===== src/rtl/ifwa_pkg.sv =====
// Package for the interlaced field weave assembler.
// Widths, limits, field codes, register indexes and controller/datapath structs.
// No dependencies.
`default_nettype none
package ifwa_pkg;

   localparam int BYTE_W   = 8;
   localparam int LEN_W    = 12;
   localparam int IDX_W    = 12;
   localparam int LB_W     = 12;
   localparam int FL_W     = 11;
   localparam int LINE_W   = 11;
   localparam int COL_W    = 11;
   localparam int ADDR_W   = 21;
   localparam int FSIZE_W  = 22;
   localparam int FIELD_W  = 2;
   localparam int CSR_IDX_W  = 1;
   localparam int CSR_DATA_W = 12;
   localparam int REM_CNT_W  = 5;
   localparam int REM_STEPS  = ADDR_W;

   localparam int MAX_LINE_BYTES   = 2048;
   localparam int MAX_FRAME_LINES  = 1024;
   localparam int MAX_PACKET_BYTES = 3072;
   localparam int MIN_LINE_BYTES   = 2;
   localparam int MIN_FRAME_LINES  = 2;

   localparam int LB_RESET    = 1440;
   localparam int FL_RESET    = 576;
   localparam int FSIZE_RESET = LB_RESET * FL_RESET;

   localparam int PAYLOAD_OFFSET = 4;
   localparam int CTRL_PKT_LEN   = 8;
   localparam int LINE_COUNT_MAX = 2047;
   localparam logic [ADDR_W-1:0] BASE_LIMIT = {ADDR_W{1'b1}};

   localparam logic [BYTE_W-1:0] MARK_FIELD2_A = 8'h40;
   localparam logic [BYTE_W-1:0] MARK_FIELD2_B = 8'hC0;
   localparam logic [BYTE_W-1:0] MARK_FIELD2_C = 8'hE0;

   localparam logic [FIELD_W-1:0] FIELD_NONE = 2'd0;
   localparam logic [FIELD_W-1:0] FIELD_ONE  = 2'd1;
   localparam logic [FIELD_W-1:0] FIELD_TWO  = 2'd2;

   localparam logic [CSR_IDX_W-1:0] CSR_LINE_BYTES  = 1'd0;
   localparam logic [CSR_IDX_W-1:0] CSR_FRAME_LINES = 1'd1;

   typedef struct packed {
      logic load;
      logic pre;
      logic post;
      logic mod_start;
   } ctrl_cmd_type;

   typedef struct packed {
      logic need_mod;
      logic mod_done;
   } ctrl_sts_type;

endpackage
`default_nettype wire


===== src/rtl/ifwa_if.sv =====
// Channel interfaces of the weave assembler: packet bytes in, frame writes out.
// Depends on ifwa_pkg.
`default_nettype none
interface ifwa_req_if
   import ifwa_pkg::*;
   ();
   logic               valid;
   logic               ready;
   logic [BYTE_W-1:0]  data_byte;
   logic               packet_start;
   logic               packet_end;
   logic [LEN_W-1:0]   packet_length;

   modport source (output valid, data_byte, packet_start, packet_end, packet_length,
                   input ready);
   modport sink   (input valid, data_byte, packet_start, packet_end, packet_length,
                   output ready);
endinterface

interface ifwa_rsp_if
   import ifwa_pkg::*;
   ();
   logic               valid;
   logic               ready;
   logic [ADDR_W-1:0]  write_address;
   logic [BYTE_W-1:0]  write_data;
   logic               write_enable;
   logic               frame_done;

   modport source (output valid, write_address, write_data, write_enable, frame_done,
                   input ready);
   modport sink   (input valid, write_address, write_data, write_enable, frame_done,
                   output ready);
endinterface
`default_nettype wire


===== src/rtl/interlaced_field_weave_assembler_top.sv =====
// Top level of the interlaced field weave assembler.
// Depends on ifwa_pkg, ifwa_if, ifwa_ctrl and ifwa_datapath.
//
// Usage:
//   req_if carries one packet byte per item with its start/end flags and the
//   packet length; rsp_if gives exactly one frame-memory write per item
//   (address, data, enable) plus frame_done at the end of a completed frame.
//   csr_write_enable/csr_index/csr_write_data set line_bytes (index 0) and
//   frame_lines (index 1); write them only while the block is idle.
//   Each item is registered on acceptance, then passes the pre and post
//   compute steps; post writes its result. A new item is taken only once
//   the last one has left post. On the last byte of a payload packet that
//   does not complete the frame, the line base is wrapped modulo the frame
//   size by a bit-serial remainder unit before the next item is taken.
//   Reset: line_bytes = 1440, frame_lines = 576, all field, line, column and
//   byte counters cleared, no result pending.
//   Stall: a result waits in the output register while rsp_if.ready is low;
//   the next item is still accepted and computed up to the point of writing
//   its result, then held until the register is free.
`default_nettype none
module interlaced_field_weave_assembler_top
   import ifwa_pkg::*;
(
   input  wire logic                  clock,
   input  wire logic                  reset,
   ifwa_req_if.sink                   req_if,
   ifwa_rsp_if.source                 rsp_if,
   input  wire logic                  csr_write_enable,
   input  wire logic [CSR_IDX_W-1:0]  csr_index,
   input  wire logic [CSR_DATA_W-1:0] csr_write_data
);

   ctrl_cmd_type cmd;
   ctrl_sts_type sts;

   ifwa_ctrl u_ctrl (
      .clock     (clock),
      .reset     (reset),
      .req_valid (req_if.valid),
      .req_ready (req_if.ready),
      .rsp_valid (rsp_if.valid),
      .rsp_ready (rsp_if.ready),
      .sts       (sts),
      .cmd       (cmd)
   );

   ifwa_datapath u_datapath (
      .clock             (clock),
      .reset             (reset),
      .csr_write_enable  (csr_write_enable),
      .csr_index         (csr_index),
      .csr_write_data    (csr_write_data),
      .in_data_byte      (req_if.data_byte),
      .in_packet_start   (req_if.packet_start),
      .in_packet_end     (req_if.packet_end),
      .in_packet_length  (req_if.packet_length),
      .cmd               (cmd),
      .sts               (sts),
      .out_write_address (rsp_if.write_address),
      .out_write_data    (rsp_if.write_data),
      .out_write_enable  (rsp_if.write_enable),
      .out_frame_done    (rsp_if.frame_done)
   );

endmodule
`default_nettype wire


===== src/rtl/ifwa_rem.sv =====
// Restoring remainder unit, one quotient bit per cycle.
// Used to wrap the line base modulo the frame size. Depends on ifwa_pkg.
`default_nettype none
module ifwa_rem
   import ifwa_pkg::*;
(
   input  wire logic               clock,
   input  wire logic               reset,
   input  wire logic               start,
   input  wire logic [ADDR_W-1:0]  dividend,
   input  wire logic [FSIZE_W-1:0] divisor,
   output logic                    done,
   output logic [ADDR_W-1:0]       remainder
);

   logic                 busy_ff, busy_in;
   logic                 done_ff, done_in;
   logic [REM_CNT_W-1:0] cnt_ff, cnt_in;
   logic [ADDR_W-1:0]    rem_ff, rem_in;
   logic [ADDR_W-1:0]    shf_ff, shf_in;
   logic [FSIZE_W-1:0]   trial;

   always_comb begin
      trial   = {rem_ff, shf_ff[ADDR_W-1]};
      busy_in = busy_ff;
      done_in = 1'b0;
      cnt_in  = cnt_ff;
      rem_in  = rem_ff;
      shf_in  = shf_ff;
      if (start) begin
         busy_in = 1'b1;
         cnt_in  = REM_CNT_W'(REM_STEPS);
         rem_in  = '0;
         shf_in  = dividend;
      end else if (busy_ff) begin
         if (trial >= divisor) begin
            rem_in = ADDR_W'(trial - divisor);
         end else begin
            rem_in = trial[ADDR_W-1:0];
         end
         shf_in = {shf_ff[ADDR_W-2:0], 1'b0};
         cnt_in = cnt_ff - REM_CNT_W'(1);
         if (cnt_ff == REM_CNT_W'(1)) begin
            busy_in = 1'b0;
            done_in = 1'b1;
         end
      end
   end

   always_ff @(posedge clock) begin
      if (reset) begin
         busy_ff <= 1'b0;
         done_ff <= 1'b0;
         cnt_ff  <= '0;
      end else begin
         busy_ff <= busy_in;
         done_ff <= done_in;
         cnt_ff  <= cnt_in;
      end
   end

   always_ff @(posedge clock) begin
      rem_ff <= rem_in;
      shf_ff <= shf_in;
   end

   assign done      = done_ff;
   assign remainder = rem_ff;

endmodule
`default_nettype wire


===== src/rtl/ifwa_datapath.sv =====
// Datapath of the weave assembler: configuration, field/line/column state,
// address generation, result register and the line base remainder unit.
// Depends on ifwa_pkg and ifwa_rem.
`default_nettype none
module ifwa_datapath
   import ifwa_pkg::*;
(
   input  wire logic                  clock,
   input  wire logic                  reset,
   input  wire logic                  csr_write_enable,
   input  wire logic [CSR_IDX_W-1:0]  csr_index,
   input  wire logic [CSR_DATA_W-1:0] csr_write_data,
   input  wire logic [BYTE_W-1:0]     in_data_byte,
   input  wire logic                  in_packet_start,
   input  wire logic                  in_packet_end,
   input  wire logic [LEN_W-1:0]      in_packet_length,
   input  wire ctrl_cmd_type          cmd,
   output ctrl_sts_type               sts,
   output logic [ADDR_W-1:0]          out_write_address,
   output logic [BYTE_W-1:0]          out_write_data,
   output logic                       out_write_enable,
   output logic                       out_frame_done
);

   logic [LB_W-1:0]    csr_lb_ff, csr_lb_in;
   logic [FL_W-1:0]    csr_fl_ff, csr_fl_in;
   logic [LB_W-1:0]    lb_ff, lb_in;
   logic [FL_W-1:0]    fl_ff, fl_in;
   logic [FSIZE_W-1:0] fsize_ff, fsize_in;
   logic [FSIZE_W:0]   fsize_prod;

   logic [BYTE_W-1:0]  byte_ff;
   logic               start_ff, end_ff;
   logic [LEN_W-1:0]   len_ff;

   logic [FIELD_W-1:0] prev_field_ff, prev_field_in;
   logic [LINE_W-1:0]  line_count_ff, line_count_in;
   logic [COL_W-1:0]   column_ff, column_in;
   logic [ADDR_W-1:0]  line_base_ff, line_base_in;
   logic [IDX_W-1:0]   byte_index_ff, byte_index_in;
   logic               pay_ff, pay_in;
   logic               pkt_ff, pkt_in;
   logic [IDX_W-1:0]   idx_ff, idx_in;

   logic [ADDR_W-1:0]  addr_ff, addr_in;
   logic [BYTE_W-1:0]  data_ff, data_in;
   logic               wen_ff, wen_in;
   logic               done_ff, done_in;

   logic [IDX_W-1:0]   idx;
   logic [FIELD_W-1:0] fld;
   logic [COL_W-1:0]   col0, pre_col, post_col;
   logic [LINE_W-1:0]  lc0, pre_lc, post_lc;
   logic [ADDR_W-1:0]  base0, pre_base, post_base;
   logic               pkt, pay;
   logic [FSIZE_W-1:0] addr_sum;
   logic [COL_W:0]     col_inc;
   logic [LINE_W:0]    lc_plus;
   logic [IDX_W:0]     idx_inc;
   logic [IDX_W-1:0]   byte_next;
   logic               frame_end;
   logic               mod_done;
   logic [ADDR_W-1:0]  rem;

   function automatic logic [ADDR_W-1:0] next_base(input logic [ADDR_W-1:0] base,
                                                   input logic [LB_W-1:0] lb);
      logic [ADDR_W:0] sum;
      sum = {1'b0, base} + {(ADDR_W-LB_W)'(0), lb, 1'b0};
      return sum[ADDR_W] ? BASE_LIMIT : sum[ADDR_W-1:0];
   endfunction

   function automatic logic [LINE_W-1:0] next_line(input logic [LINE_W-1:0] lc);
      logic [LINE_W:0] sum;
      sum = {1'b0, lc} + (LINE_W+1)'(2);
      return (sum > (LINE_W+1)'(LINE_COUNT_MAX)) ? LINE_W'(LINE_COUNT_MAX)
                                                  : sum[LINE_W-1:0];
   endfunction

   always_comb begin
      csr_lb_in = csr_lb_ff;
      csr_fl_in = csr_fl_ff;
      if (csr_write_enable) begin
         case (csr_index)
            CSR_LINE_BYTES:  csr_lb_in = csr_write_data[LB_W-1:0];
            CSR_FRAME_LINES: csr_fl_in = csr_write_data[FL_W-1:0];
            default: ;
         endcase
      end
      if (csr_lb_ff < LB_W'(MIN_LINE_BYTES)) begin
         lb_in = LB_W'(MIN_LINE_BYTES);
      end else if (csr_lb_ff > LB_W'(MAX_LINE_BYTES)) begin
         lb_in = LB_W'(MAX_LINE_BYTES);
      end else begin
         lb_in = csr_lb_ff;
      end
      if (csr_fl_ff < FL_W'(MIN_FRAME_LINES)) begin
         fl_in = FL_W'(MIN_FRAME_LINES);
      end else if (csr_fl_ff > FL_W'(MAX_FRAME_LINES)) begin
         fl_in = FL_W'(MAX_FRAME_LINES);
      end else begin
         fl_in = csr_fl_ff;
      end
      fsize_prod = {(FSIZE_W+1-LB_W)'(0), lb_ff} * {(FSIZE_W+1-FL_W)'(0), fl_ff};
      fsize_in   = fsize_prod[FSIZE_W-1:0];
   end

   always_comb begin
      idx = start_ff ? '0 : byte_index_ff;
      fld = (byte_ff == MARK_FIELD2_A || byte_ff == MARK_FIELD2_B ||
             byte_ff == MARK_FIELD2_C) ? FIELD_TWO : FIELD_ONE;
      col0  = column_ff;
      lc0   = line_count_ff;
      base0 = line_base_ff;
      if (start_ff) begin
         if (prev_field_ff == FIELD_TWO && fld == FIELD_ONE) begin
            col0  = COL_W'(1);
            lc0   = '0;
            base0 = '0;
         end
         if (prev_field_ff == FIELD_ONE && fld == FIELD_TWO) begin
            col0  = COL_W'(1);
            lc0   = LINE_W'(1);
            base0 = {(ADDR_W-LB_W)'(0), lb_ff};
         end
      end
      pkt = (len_ff > LEN_W'(PAYLOAD_OFFSET)) && (len_ff != LEN_W'(CTRL_PKT_LEN));
      pay = pkt && (idx >= IDX_W'(PAYLOAD_OFFSET)) && (idx < len_ff) &&
            (idx < IDX_W'(MAX_PACKET_BYTES));
      pre_col  = col0;
      pre_lc   = lc0;
      pre_base = base0;
      if (pay && ({1'b0, col0} >= lb_ff)) begin
         pre_base = next_base(base0, lb_ff);
         pre_lc   = next_line(lc0);
         pre_col  = '0;
      end
   end

   always_comb begin
      addr_sum  = {1'b0, line_base_ff} + {(FSIZE_W-COL_W)'(0), column_ff};
      col_inc   = {1'b0, column_ff} + (COL_W+1)'(1);
      post_col  = column_ff;
      post_lc   = line_count_ff;
      post_base = line_base_ff;
      if (pay_ff) begin
         if (col_inc >= lb_ff) begin
            post_base = next_base(line_base_ff, lb_ff);
            post_lc   = next_line(line_count_ff);
            post_col  = '0;
         end else begin
            post_col = col_inc[COL_W-1:0];
         end
      end
      lc_plus   = {1'b0, post_lc} + (LINE_W+1)'(1);
      frame_end = end_ff && pkt_ff && (lc_plus >= {1'b0, fl_ff});
      idx_inc   = {1'b0, idx_ff} + (IDX_W+1)'(1);
      if (end_ff) begin
         byte_next = '0;
      end else if (idx_inc > (IDX_W+1)'(MAX_PACKET_BYTES)) begin
         byte_next = IDX_W'(MAX_PACKET_BYTES);
      end else begin
         byte_next = idx_inc[IDX_W-1:0];
      end
   end

   always_comb begin
      prev_field_in = prev_field_ff;
      line_count_in = line_count_ff;
      column_in     = column_ff;
      line_base_in  = line_base_ff;
      byte_index_in = byte_index_ff;
      pay_in  = pay_ff;
      pkt_in  = pkt_ff;
      idx_in  = idx_ff;
      addr_in = addr_ff;
      data_in = data_ff;
      wen_in  = wen_ff;
      done_in = done_ff;
      if (cmd.pre) begin
         if (start_ff) begin
            prev_field_in = fld;
         end
         line_count_in = pre_lc;
         column_in     = pre_col;
         line_base_in  = pre_base;
         pay_in = pay;
         pkt_in = pkt;
         idx_in = idx;
      end
      if (cmd.post) begin
         byte_index_in = byte_next;
         addr_in = pay_ff ? addr_sum[ADDR_W-1:0] : '0;
         data_in = pay_ff ? byte_ff : '0;
         wen_in  = pay_ff && (addr_sum < fsize_ff);
         done_in = frame_end;
         if (frame_end) begin
            line_count_in = '0;
            column_in     = '0;
            line_base_in  = '0;
         end else begin
            line_count_in = post_lc;
            column_in     = post_col;
            line_base_in  = post_base;
         end
      end
      if (mod_done) begin
         line_base_in = rem;
      end
   end

   always_ff @(posedge clock) begin
      if (reset) begin
         csr_lb_ff     <= LB_W'(LB_RESET);
         csr_fl_ff     <= FL_W'(FL_RESET);
         lb_ff         <= LB_W'(LB_RESET);
         fl_ff         <= FL_W'(FL_RESET);
         fsize_ff      <= FSIZE_W'(FSIZE_RESET);
         prev_field_ff <= FIELD_NONE;
         line_count_ff <= '0;
         column_ff     <= '0;
         line_base_ff  <= '0;
         byte_index_ff <= '0;
      end else begin
         csr_lb_ff     <= csr_lb_in;
         csr_fl_ff     <= csr_fl_in;
         lb_ff         <= lb_in;
         fl_ff         <= fl_in;
         fsize_ff      <= fsize_in;
         prev_field_ff <= prev_field_in;
         line_count_ff <= line_count_in;
         column_ff     <= column_in;
         line_base_ff  <= line_base_in;
         byte_index_ff <= byte_index_in;
      end
   end

   always_ff @(posedge clock) begin
      if (cmd.load) begin
         byte_ff  <= in_data_byte;
         start_ff <= in_packet_start;
         end_ff   <= in_packet_end;
         len_ff   <= in_packet_length;
      end
      pay_ff  <= pay_in;
      pkt_ff  <= pkt_in;
      idx_ff  <= idx_in;
      addr_ff <= addr_in;
      data_ff <= data_in;
      wen_ff  <= wen_in;
      done_ff <= done_in;
   end

   ifwa_rem u_rem (
      .clock     (clock),
      .reset     (reset),
      .start     (cmd.mod_start),
      .dividend  (post_base),
      .divisor   (fsize_ff),
      .done      (mod_done),
      .remainder (rem)
   );

   assign sts.need_mod = end_ff && pkt_ff && !frame_end;
   assign sts.mod_done = mod_done;

   assign out_write_address = addr_ff;
   assign out_write_data    = data_ff;
   assign out_write_enable  = wen_ff;
   assign out_frame_done    = done_ff;

endmodule
`default_nettype wire


===== src/rtl/ifwa_ctrl.sv =====
// Controller of the weave assembler: accept, two compute steps, line base wrap,
// and the valid flag of the result register. Depends on ifwa_pkg.
`default_nettype none
module ifwa_ctrl
   import ifwa_pkg::*;
(
   input  wire logic         clock,
   input  wire logic         reset,
   input  wire logic         req_valid,
   output logic              req_ready,
   output logic              rsp_valid,
   input  wire logic         rsp_ready,
   input  wire ctrl_sts_type sts,
   output ctrl_cmd_type      cmd
);

   localparam logic [1:0] S_IDLE = 2'd0;
   localparam logic [1:0] S_PRE  = 2'd1;
   localparam logic [1:0] S_POST = 2'd2;
   localparam logic [1:0] S_MODW = 2'd3;

   logic [1:0] state_ff, state_in;
   logic       out_valid_ff, out_valid_in;
   logic       slot_free;

   always_comb begin
      state_in  = state_ff;
      cmd       = '0;
      slot_free = !out_valid_ff || rsp_ready;
      req_ready = (state_ff == S_IDLE);
      case (state_ff)
         S_IDLE: begin
            if (req_valid) begin
               cmd.load = 1'b1;
               state_in = S_PRE;
            end
         end
         S_PRE: begin
            cmd.pre  = 1'b1;
            state_in = S_POST;
         end
         S_POST: begin
            if (slot_free) begin
               cmd.post = 1'b1;
               if (sts.need_mod) begin
                  cmd.mod_start = 1'b1;
                  state_in      = S_MODW;
               end else begin
                  state_in = S_IDLE;
               end
            end
         end
         S_MODW: begin
            if (sts.mod_done) begin
               state_in = S_IDLE;
            end
         end
         default: state_in = S_IDLE;
      endcase
      out_valid_in = (out_valid_ff && !rsp_ready) || cmd.post;
   end

   always_ff @(posedge clock) begin
      if (reset) begin
         state_ff     <= S_IDLE;
         out_valid_ff <= 1'b0;
      end else begin
         state_ff     <= state_in;
         out_valid_ff <= out_valid_in;
      end
   end

   assign rsp_valid = out_valid_ff;

   a_hold_result: assert property (@(posedge clock) disable iff (reset)
      (out_valid_ff && !rsp_ready) |=> out_valid_ff)
      else $error("pending result dropped");

   a_no_overwrite: assert property (@(posedge clock) disable iff (reset)
      cmd.post |-> (!out_valid_ff || rsp_ready))
      else $error("result register overwritten while full");

   a_wrap_only_waiting: assert property (@(posedge clock) disable iff (reset)
      sts.mod_done |-> (state_ff == S_MODW))
      else $error("line base wrap finished outside its wait state");

   a_pre_then_post: assert property (@(posedge clock) disable iff (reset)
      cmd.pre |=> (state_ff == S_POST))
      else $error("compute step skipped");

endmodule
`default_nettype wire


===== src/flat_wrapper.sv =====
// flat-port wrapper written by rule: the top's interface ports become plain ports
module interlaced_field_weave_assembler_top_flat import ifwa_pkg::*;
  (clock, reset, csr_write_enable, csr_index, csr_write_data, req_if_valid, req_if_data_byte, req_if_packet_start, req_if_packet_end, req_if_packet_length, req_if_ready, rsp_if_valid, rsp_if_write_address, rsp_if_write_data, rsp_if_write_enable, rsp_if_frame_done, rsp_if_ready);
  ifwa_req_if req_if_i ();
  ifwa_rsp_if rsp_if_i ();
  input  wire logic clock;
  input  wire logic reset;
  input  wire logic csr_write_enable;
  input  wire logic [CSR_IDX_W-1:0] csr_index;
  input  wire logic [CSR_DATA_W-1:0] csr_write_data;
  input wire logic [$bits(req_if_i.valid)-1:0] req_if_valid;
  input wire logic [$bits(req_if_i.data_byte)-1:0] req_if_data_byte;
  input wire logic [$bits(req_if_i.packet_start)-1:0] req_if_packet_start;
  input wire logic [$bits(req_if_i.packet_end)-1:0] req_if_packet_end;
  input wire logic [$bits(req_if_i.packet_length)-1:0] req_if_packet_length;
  output wire logic [$bits(req_if_i.ready)-1:0] req_if_ready;
  output wire logic [$bits(rsp_if_i.valid)-1:0] rsp_if_valid;
  output wire logic [$bits(rsp_if_i.write_address)-1:0] rsp_if_write_address;
  output wire logic [$bits(rsp_if_i.write_data)-1:0] rsp_if_write_data;
  output wire logic [$bits(rsp_if_i.write_enable)-1:0] rsp_if_write_enable;
  output wire logic [$bits(rsp_if_i.frame_done)-1:0] rsp_if_frame_done;
  input wire logic [$bits(rsp_if_i.ready)-1:0] rsp_if_ready;
  assign req_if_i.valid = req_if_valid;
  assign req_if_i.data_byte = req_if_data_byte;
  assign req_if_i.packet_start = req_if_packet_start;
  assign req_if_i.packet_end = req_if_packet_end;
  assign req_if_i.packet_length = req_if_packet_length;
  assign req_if_ready = req_if_i.ready;
  assign rsp_if_valid = rsp_if_i.valid;
  assign rsp_if_write_address = rsp_if_i.write_address;
  assign rsp_if_write_data = rsp_if_i.write_data;
  assign rsp_if_write_enable = rsp_if_i.write_enable;
  assign rsp_if_frame_done = rsp_if_i.frame_done;
  assign rsp_if_i.ready = rsp_if_ready;
  interlaced_field_weave_assembler_top u_core (.clock(clock), .reset(reset), .req_if(req_if_i), .rsp_if(rsp_if_i), .csr_write_enable(csr_write_enable), .csr_index(csr_index), .csr_write_data(csr_write_data));
endmodule

===== config.mk =====
export PLATFORM = sky130hd
export DESIGN_NAME = interlaced_field_weave_assembler_top_flat
export DESIGN_NICKNAME = d
export VERILOG_FILES = /design/src/rtl/ifwa_pkg.sv /design/src/rtl/ifwa_if.sv /design/src/rtl/interlaced_field_weave_assembler_top.sv /design/src/rtl/ifwa_rem.sv /design/src/rtl/ifwa_datapath.sv /design/src/rtl/ifwa_ctrl.sv /design/src/flat_wrapper.sv
export SDC_FILE = /design/constraint.sdc
export NUM_CORES = 1
export LEC_CHECK = 0
export BUFFER_PORTS_ARGS = -buffer_cell sky130_fd_sc_hd__buf_2
export CORE_UTILIZATION = 61
export CTS_CLUSTER_SIZE = 16
export DETAILED_ROUTE_END_ITERATION = 8
export PLACE_DENSITY = 0.84
export SETUP_SLACK_MARGIN = 0.1
export SYNTH_ARGS = -nofsm -noshare
export SYNTH_HDL_FRONTEND = slang
export SYNTH_SLANG_ARGS = --single-unit

===== constraint.sdc =====
create_clock -name clock -period 7.4 [get_ports clock]
set_input_delay 1.48 -clock clock [delete_from_list [all_inputs] [get_ports clock]]
set_output_delay 1.48 -clock clock [all_outputs]
set_load 0.1 [all_outputs]

==> results.py <==
metrics = {
    "outcome": {
        "outcome": "finished, final reports clean",
    },
    "die": {
        "die-area_sq_um": 33000,
        "start_util_pct": 62.23,
        "die_h_microns": 181.7,
        "num_rows": 65,
        "pin_count": 73,
        "placeableCoreArea_sq_um": 31640,
        "die_w_microns": 181.7,
    },
    "synth": {
        "synth_top_family_by_area": "adder cells",
        "syn_area_per_cell_sq_um": 8.568,
        "synth_top_cell_by_area": "dfxtp_1",
        "synth.most_common_cell": "nand2_1",
        "synth-xor-area-share_pct": 4.626,
        "async_reset_ff_share_pct": 0,
        "netlist_instances": 2298,
        "syn_nets": 2618,
        "yosysSeqAreaShare_pct": 29.28,
        "synth_edf_count": 88,
        "ys_ff_latch": 244,
        "yosys.area_share.simple_pct": 20.88,
        "yosysUniqueCellTypes": 92,
        "synth_area_sq_um": 19690,
        "synthMuxAreaShare_pct": 0.9914,
        "ys_top_cells_by_area": "dfxtp_1 (16%), edfxtp_1 (13%), ha_1 (12%)",
        "yosys_warnings": 0,
        "synthTopCellsByCount": "nand2_1 (279), nor2_1 (211), ha_1 (188), inv_1 (185), a21oi_1 (158)",
        "synthFlopType": "dfxtp_1",
        "yosysTopAreaCellShare_pct": 15.86,
        "synth_fa_ha_area_share_pct": 21.30,
        "synth-compound-area-share_pct": 16.95,
    },
    "global_routing": {
        "antenna_found_initial": 0,
        "grt_max_degree": 66,
        "grt_pass1_wl_microns": 86440,
        "overflow": 0,
        "track_usage_pct": 32.66,
        "grt_pass1_vias": 17118,
    },
    "worst_setup_path": {
        "critPathTopFamily": "simple AND/OR/NAND/NOR gates",
        "crit_type": "register to register",
        "crit_top_cell": "ha_1",
        "end_kind": "register",
        "cp_slowest_stage_delay_ps": 460,
        "required_ps": 7640,
        "startpoint_type": "register",
        "worst-endpoint-arrival_ps": 6890,
        "critical-path-slowest-cell": "dfxtp_1",
        "cp_max_fo": 34,
        "path_buf_inv": 2,
    },
    "timing": {
        "hold_viol": 0,
        "worstMarginPinSlew_ps": 1153,
        "min_period_over_period_pct": 89.81,
        "fin_worst_skew_ps": 11.70,
        "fin_setup_tns_ps": 0,
        "max-slew-margin-rel_pct": 22.85,
        "rsz0062_at_grt": "false",
        "max_freq_ghz": 0.1505,
        "drv_slew": 0,
        "period_minus_slack_ps": 6646,
        "setup_viol": 0,
    },
    "clock_tree": {
        "cts_resized": 0,
        "clkSlewWorstSetupHoldPaths_ps": 60,
        "ctsHtreeMaxLevel": 1,
        "worst_skew_pair.late_latency_ps": 540,
        "post_cts.repair.setup_buffers": 0,
        "hold_buffers": 0,
        "tritoncts": "done",
        "clockBufferDepth": 3,
        "cts_root_buffer": "clkbuf_16",
        "cts_made_buffers": 27,
        "clkSinkCount": 244,
    },
    "pwr": {
        "p_per_area_nw_per_um2": 221.4,
        "leakage_uw": 0.009368,
        "p_total_uw": 4692,
        "ir_drop_v": 0.0002257,
    },
    "routing": {
        "vias_per_cell": 6.310,
        "drc": 0,
        "vias": 17263,
        "drt-total-wl_microns": 53700,
        "post_drt_wl_per_cell_microns": 19.63,
        "drt_iter0_markers": 1795,
        "ant_nets": 0,
        "first_pass_iters": 7,
    },
    "final_layout": {
        "final_core_util_pct": 66.98,
        "syn2layout_area_growth_pct": 7.632,
        "fin_cells": 2736,
        "drive_gt1_share_pct": 7.669,
        "n_antenna_cell": 0,
        "final_nets": 2634,
    },
    "place": {
        "gp_congestion": 0.9529,
        "portBuffers": 72,
        "hpwl_microns": 39870,
        "dp.cells": 2687,
    },
    "min_path": {
        "hp-class": "register to register",
    },
    "flow_run": {
        "max-cap-violations": 0,
    },
}
==> cell families (layout without fill, tap and decap cells) <==
kind of cell | after synthesis | after routing
and+or+nand+nor | 849 | 849
AOI/OAI and AO/OA | 506 | 506
buffers and inverters | 297 | 333
adders and majority gates | 280 | 280
DFF | 244 | 244
xor gates and xnor gates | 104 | 104
muxes | 18 | 18
==> sequential cells by signal, indices dropped and copies added (netlist names), 5 cells and up <==
signal	flops
u_core.u_datapath.idx_ff	12
u_core.u_datapath.line_base_ff	21
u_core.u_datapath.fl_ff	11
u_core.u_datapath.lb_ff	12
u_core.u_datapath.fsize_ff	22
u_core.u_datapath.u_rem.remainder	21
u_core.u_datapath.line_count_ff	11
u_core.u_datapath.column_ff	11
u_core.u_datapath.csr_fl_ff	11
u_core.u_datapath.u_rem.shf_ff	21
u_core.u_datapath.len_ff	12
u_core.u_datapath.out_write_data	8
u_core.u_datapath.byte_index_ff	12
u_core.u_datapath.byte_ff	8
u_core.u_datapath.out_write_address	21
u_core.u_datapath.u_rem.cnt_ff	5
u_core.u_datapath.csr_lb_ff	12
==> routing by layer <==
layer  GRT usage [%]  vias up  wire, microns
li1                -     8009              -
met1           42.06     8236          21790
met2           53.37      836          24450
met3           5.475      182           4738
met4           15.93        0           2726
met5               0        -              0
==> metrics by stage <==
stage | setup slack (ps) | hold slack (ps) | area [sq um]
5_1_grt | 317.0 | 478.4 | 21190
6_report | 753.7 | 467.3 | 21190
3_5_place_dp | 895.8 | 455.6 | 20280
3_3_place_gp | 1102 | 453.5 | 20280
4_1_cts | 869.6 | 468.3 | 21190
2_1_floorplan | 1020 | 415.5 | 19690
==> cells in the final DEF (no fill, tap or decap), types with 38 or more instances in the layout <==
master / instances
a21o_1: 46
a21oi_1: 158
and2_1: 89
buf_2: 71
dfxtp_1: 156
edfxtp_1: 88
fa_1: 92
ha_1: 188
inv_1: 184
nand2_1: 279
nand2b_1: 39
nand3_1: 38
nor2_1: 211
nor3_1: 50
o21ai_0: 78
xnor2_1: 67
==> final cells by class <==
| cell class | instances | area [sq um] |
|---|---|---|
| tap | 402 | 503.0 |
| clock buffer | 41 | 804.5 |
| clock inverter | 8 | 111.4 |
| sequential | 244 | 5766 |
| inverter | 189 | 709.4 |
| fill | 2467 | 10450 |
| multi-input combinational | 1757 | 12760 |
| timing repair buffer | 95 | 535.5 |
==> path summary, 6_finish.rpt <==
kind / to / slack [ps] / cells past startpoint / startpoint
worst max-delay path: u_core.u_datapath.u_rem.shf_ff[0] / 750 / 25 / u_core.u_datapath.column_ff[1]
worst min-delay path: u_core.u_datapath.fl_ff[1] / 470 / 1 / u_core.u_datapath.csr_fl_ff[10]
worst max register to register: u_core.u_datapath.u_rem.shf_ff[0] / 750 / 25 / u_core.u_datapath.column_ff[1]
worst min register to register: u_core.u_datapath.fl_ff[1] / 470 / 1 / u_core.u_datapath.csr_fl_ff[10]
==> worst reg2reg max path: stages, from the launching register on <==
cell	delay (ps)
dfxtp_1	460
ha_1	290
and3_1	230
nand3_1	140
inv_1	110
nand3_1	160
nor2_1	170
xor2_1	100
ha_1	300
nand2_1	70
nor3_1	370
a21o_4	430
nor2_1	90
a21oi_1	190
ha_1	210
and2_1	150
nand4_1	170
or3_1	410
xnor2_1	180
ha_1	260
o211a_1	210
a221oi_1	400
o31a_1	400
nand3_1	140
nand2b_1	400
buf_4	300
==> power by group <==
part | total, uW | internal, uW | switching [uW]
Clock | 1400 | 849 | 546
Sequential | 1690 | 1530 | 167
Combinational | 1600 | 647 | 955
Total | 4690 | 3020 | 1670
(Power assumes the default switching activity.)
